**config.mk**
```make
export PLATFORM = sky130hd
export DESIGN_NAME = evd_ctrl
export DESIGN_NICKNAME = d
export VERILOG_FILES = /design/src/hdl/evd_pkg.sv /design/src/hdl/evd_ctrl.sv
export SDC_FILE = /design/constraint.sdc
export NUM_CORES = 1
export LEC_CHECK = 0
export ABC_AREA = 1
export ABC_CLOCK_PERIOD_IN_PS = 1810
export BUFFER_PORTS_ARGS = -buffer_cell sky130_fd_sc_hd__buf_2
export CAP_MARGIN = 10
export CELL_PAD_IN_SITES_DETAIL_PLACEMENT = 0
export CELL_PAD_IN_SITES_GLOBAL_PLACEMENT = 2
export CORE_AREA = 5 5 42 44
export DETAILED_ROUTE_END_ITERATION = 8
export DIE_AREA = 0 0 47 49
export HOLD_SLACK_MARGIN = 0.05
export PLACE_DENSITY = 0.53
export SYNTH_ARGS = -nofsm -noshare
export SYNTH_HDL_FRONTEND = slang
export SYNTH_SLANG_ARGS = --single-unit
```
**constraint.sdc**
```tcl
create_clock -name clk -period 1.81 [get_ports clk]
set_clock_uncertainty 0.2 [all_clocks]
set_input_delay 0 -clock clk [delete_from_list [all_inputs] [get_ports clk]]
set_output_delay 0 -clock clk [all_outputs]
set_load 0.02 [all_outputs]
```
**src/hdl/evd_pkg.sv**
```systemverilog
// ----------------------------------------------------------------------------
// evd_pkg - shared types for the exact vertex deduplicator
// Payload structs for both channels and the command/status bundles that
// join the controller to the datapath.
// ----------------------------------------------------------------------------
package evd_pkg;

    // Width of one vertex word and of a full stored vertex
    localparam int WORD_W   = 32;
    localparam int VERTEX_W = 8 * WORD_W;

    // One incoming vertex transaction
    typedef struct packed {
        logic [31:0] pos_x;
        logic [31:0] pos_y;
        logic [31:0] pos_z;
        logic [31:0] norm_x;
        logic [31:0] norm_y;
        logic [31:0] norm_z;
        logic [31:0] tex_s;
        logic [31:0] tex_t;
        logic        last_in_mesh;
    } vertex_t;

    // One outgoing result transaction
    typedef struct packed {
        logic [7:0] vertex_index;
        logic       is_new;
        logic       overflow;
        logic [8:0] unique_count;
    } result_t;

    // Controller to datapath
    typedef struct packed {
        logic load;    // latch the accepted vertex, restart the scan
        logic search;  // scan one table entry
        logic commit;  // form the result, update the table and count
    } dp_cmd_t;

    // Datapath to controller
    typedef struct packed {
        logic hit;     // scan found an equal entry
        logic miss;    // scan covered every entry without a match
    } dp_status_t;

endpackage

```
**src/hdl/evd_ctrl.sv**
```systemverilog
// ----------------------------------------------------------------------------
// evd_ctrl - sequencer for the deduplicator
// Accepts one vertex, steps the datapath through the table scan, then
// commits the result into the output register when it is free.
// ----------------------------------------------------------------------------
module evd_ctrl
    import evd_pkg::*;
(
    input  logic       clk,
    input  logic       rst_n,
    input  logic       vtx_valid,
    output logic       vtx_ready,
    output logic       res_valid,
    input  logic       res_ready,
    output dp_cmd_t    cmd,
    input  dp_status_t status
);

    localparam logic [1:0] ST_IDLE   = 2'd0;
    localparam logic [1:0] ST_SEARCH = 2'd1;
    localparam logic [1:0] ST_FINISH = 2'd2;

    logic [1:0] state_reg;
    logic [1:0] state_next;
    logic       res_valid_reg;
    logic       res_valid_next;
    logic       slot_free;

    assign slot_free = !res_valid_reg || res_ready;
    assign vtx_ready = (state_reg == ST_IDLE);
    assign res_valid = res_valid_reg;

    // Next state and commands
    always_comb
    begin
        state_next = state_reg;
        cmd        = '0;
        case (state_reg)
            ST_IDLE:
            begin
                if (vtx_valid)
                begin
                    cmd.load   = 1'b1;
                    state_next = ST_SEARCH;
                end
            end
            ST_SEARCH:
            begin
                cmd.search = 1'b1;
                if (status.hit || status.miss)
                begin
                    state_next = ST_FINISH;
                end
            end
            ST_FINISH:
            begin
                if (slot_free)
                begin
                    cmd.commit = 1'b1;
                    state_next = ST_IDLE;
                end
            end
            default:
            begin
                state_next = ST_IDLE;
            end
        endcase
    end

    // Output valid: set on commit, drop when taken
    always_comb
    begin
        res_valid_next = res_valid_reg;
        if (cmd.commit)
        begin
            res_valid_next = 1'b1;
        end
        else if (res_ready)
        begin
            res_valid_next = 1'b0;
        end
    end

    always_ff @(posedge clk or negedge rst_n)
    begin
        if (!rst_n)
        begin
            state_reg     <= ST_IDLE;
            res_valid_reg <= 1'b0;
        end
        else
        begin
            state_reg     <= state_next;
            res_valid_reg <= res_valid_next;
        end
    end

    // A commit never overwrites a result that is still waiting
    a_no_overwrite: assert property (@(posedge clk) disable iff (!rst_n)
        cmd.commit |-> (!res_valid_reg || res_ready))
        else $error("result overwritten before it was taken");

    // A scan ends in exactly one way
    a_hit_miss_excl: assert property (@(posedge clk) disable iff (!rst_n)
        !(status.hit && status.miss))
        else $error("scan reports hit and miss together");

    // After a load the scan starts in the following cycle
    a_load_then_search: assert property (@(posedge clk) disable iff (!rst_n)
        cmd.load |=> cmd.search)
        else $error("scan did not start after load");

endmodule

```
; ---- Word level (Yosys, flattened, before mapping)
; Cells that the tools add are included.
[totals]
regBits = 3
input_bits = 6
output_inout_bits = 5
word_cells = 24
[op_classes]
n_eq_ne = 5
mux = 11
n_reduce_logical = 6
[ops]
columns = cell, count
row1 = two-way mux 1 bit, 7
row2 = two-way mux 2 bit, 3
row3 = != test 2 bit (second input constant), 3
row4 = case mux 2 bit (3 select lines), 1
row5 = AND reduction 3 bit, 1
row6 = equality test 2 x 1 -> 1 bit (second input constant), 1
row7 = equality test 2 bit (second input constant), 1
row8 = logical NOT 2 bit, 1
row9 = logical OR 1 bit, 2
row10 = nonzero test 2 bit, 1
row11 = logical NOT 1 bit, 1

; ---- Logic depth before layout (Yosys ltp)
[depth]
ltp_word = 5
depth_mapped = 4
mapped_depth_nobuf = 4

; ---- Worst setup path before layout
; OpenSTA, ideal clock, no wires.
[synth_path]
kind = register to output
from = register state_reg[0]
to = output cmd[2] (netlist bit)
arrival_time_ps = 999
required_time_ps = 1610
slack_ps = 611
stages_incl_launch_ff = 4
n_path_buf = 0
cell_sequence = dfrtp_1 > nor2_1 > nand2_1 > inv_1
[synth_lines]
columns = element, line_no
row1 = start: declaration, evd_ctrl.sv:23  ; logic [1:0] state_reg;
row2 = start signal: assignment, evd_ctrl.sv:93  ; state_reg <= state_next;
row3 = end: declaration, evd_ctrl.sv:15  ; output dp_cmd_t cmd,

; ---- Worst setup path after layout
[layout_path]
from = register state_reg[1]
to = register state_reg[0]
[layout_between]
elab_chain_len = 3
word_cells_on_any_way = 8
cone_classes = eq/ne (5) / mux (1) / reduce/logical (2)
[layout_rtl]
columns = element, line_no
row1 = "equality test 2 x 1 -> 1 bit, or another cell as far along", evd_ctrl.sv:38  ; case (state_reg)
row2 = != test 2 bit (no line), n/a
row3 = AND reduction 3 bit (no line), n/a
; Parallel ways exist; a longest one is shown, timed or not.
; A chain may end at the register's enable or synchronous reset.

==> results by group <==
Clocking
  • Max clock buf depth: 2
  • CTS tree: done
  • CTS root buf: clkbuf_4
  • Post CTS Setup Buffer Count: 0
  • Clock-pin slew on the worst setup and hold paths: about 0.04 ns
  • CTS resizes: 0
  • Clk Latency, worst-skew pair: between 0.2 and 0.25 ns
  • Cts bufs inserted: 3
  • H-tree levels: 1
  • CTS Sinks: 3

Finish
  • Layout area overhead: 96.2%
  • Filler cells: between 150 and 200
  • Commonest cells after routing, fill and taps aside: buf_2, nand2_1, dlygate4sd3_1
  • Post-layout net count: 52
  • Ant diodes: 0
  • Largest register FFs: 2
  • Commonest non-fill, non-tap cell in the layout: buf_2
  • Non-filler cells, final: 61
  • Layout Utilization: about 23%
  • Share of layout cells above drive strength 1: ~33%

Die
  • Die Span Y: ~49 µm
  • Die area: 2300 µm²
  • Core area: between 1000 and 1500 µm²
  • Die width: roughly 47 µm
  • # rows: 14
  • Initial cell density of the core: a little under an eighth
  • # IOs: 11

Synthesis
  • Register bit total from synthesis: 3
  • Cell Area, Synth: ~170 µm²
  • Synth Area per Inst: about 6.6 µm²
  • Yosys cell types: 8
  • Seq/Total Area, Yosys: a little under half
  • Syn. warnings: 0
  • Cells after Synth: 25
  • Syn Nets: 31

STA
  • Final slew viol count: 0
  • Rel. slew slack: approximately nine tenths
  • Max Clock Freq: roughly 0.67 GHz
  • Period minus WS final: around 1.5 ns
  • Worst Max-Slew Pin Slew: between 0.1 and 0.15 ns
  • Setup violators final: 0
  • Final worst path period share: 82.1%
  • Setup TNS Final: 0 ns
  • RSZ-0062 raised after global routing: no
  • Fin. Hold Viols: 0

Routing
  • Pre-antenna DRT Iters: 2
  • WL/cell: a little over 7 µm
  • DRT iter0 DRCs: 2
  • Post-route ant nets: 0
  • Detailed Route WL: between 400 and 500 µm
  • Via/cell ratio: 3.18
  • Vias: 194
  • Drt drc: 0

Setup path
  • Crit Path Class: reg2reg
  • CP Launch Type: register
  • Arr. time, crit path: around 1.5 ns
  • Crit-path max FO: 4
  • Critical path endpoint category: register
  • CP Data Required Time: ~1.8 ns

Placed design
  • GPL Wtd Cong: 0.640
  • Port Buffers: 10
  • Placed cells: 50
  • Detailed placer's ending HPWL: roughly 340 µm

Hold path
  • Hold WC Path Type: in2reg

Run status
  • Outcome: finished clean

Power
  • PD cells: 1330 nW/µm²
  • Peak supply drop: ~600 µV
  • Leakage Power: roughly 0.00019 µW

GRT
  • Vias in the first global route: 200
  • Antenna violations before repair: 0
  • GR Overflow Total: 0
  • Overall global routing resource usage: around 5.1%
  • First-pass GRT wire length: roughly 760 µm
  • Largest net degree at the start of global routing: 5

Run
  • Max_cap viols: 0
-- synth_stat cells --
| cell type | count | area, µm² |
|---|---|---|
| buf_4 | 1 | 7.51 |
| inv_1 | 5 | 18.8 |
| nand2_1 | 8 | 30.0 |
| dfrtp_1 | 3 | 75.1 |
| nor2_2 | 1 | 6.26 |
| o21ai_0 | 1 | 5.00 |
| nor2_1 | 5 | 18.8 |
| inv_2 | 1 | 3.75 |
-- stage by stage --
stage                     cell area, µm²  hold WS, ns  setup WS (ns)  power, µW
final                                324        0.328          0.324        431
after global routing                 324        0.348          0.238        474
after CTS                            324        0.334          0.316        443
after detailed placement             228       -0.400          0.793        300
after global placement               228       -0.401          0.803        297
after floorplan                      165       -0.496          0.611        244
-- layout make-up --
| type | instances | area [µm²] | area share [%] |
|---|---|---|---|
| Inverter | 6 | 22.5 | 6.95 |
| Sequential cell | 3 | 75.1 | 23.2 |
| Timing Repair Buffer | 17 | 120 | 37.1 |
| Clock buffer | 4 | 26.3 | 8.11 |
| Multi-Input combinational cell | 15 | 60.1 | 18.5 |
| Tap cell | 16 | 20.0 | 6.18 |
-- cells by family after synthesis --
group,synth area share [%]
AND/OR/NAND/NOR,33.3
buffers and inverters,18.2
flip-flops,45.5
AO/OA/AOI/OAI,3.03
-- routing by layer --
metal	global-route usage (%)	up-vias	wire length, µm
li1	-	109	-
met3	6.64	0	76
met1	6.62	72	225
met5	0	-	0
met2	4.30	13	138
met4	2.76	0	0
-- report_power, final --
group	internal [µW]	switching, µW
registers	94.0	21.5
clock network	82.5	32.6
logic	76.5	123
total	253	178
-- critical path, cell delays in order, from the launching register on --
cell and delay, ns:
dfrtp_1 0.40, nor2_1 0.14, nand2_1 0.08, nand2_1 0.06, dlygate4sd3_1 0.53
-- what timing repair did --
action                                  in CTS  in global routing
endpoints found under the setup margin       0                  0
hold endpoints to repair                     6                  0
hold buffers                                 7                  0
-- final timing paths --
path                                          start                       end  slack, ns  cells past startpoint
max                        state_reg[1]$_DFFE_PN0P_  state_reg[0]$_DFFE_PN0P_       0.32                      4
min                                       res_ready     res_valid$_DFFE_PN0P_       0.33                      3
max reg2reg                state_reg[1]$_DFFE_PN0P_  state_reg[0]$_DFFE_PN0P_       0.32                      4
min reg2reg                   res_valid$_DFFE_PN0P_     res_valid$_DFFE_PN0P_       0.35                      2
max in group asynchronous                     rst_n     res_valid$_DFFE_PN0P_       0.83                      3
min in group asynchronous                     rst_n  state_reg[1]$_DFFE_PN0P_       0.44                      3
Note: power is estimated with default switching activity, not from simulation.
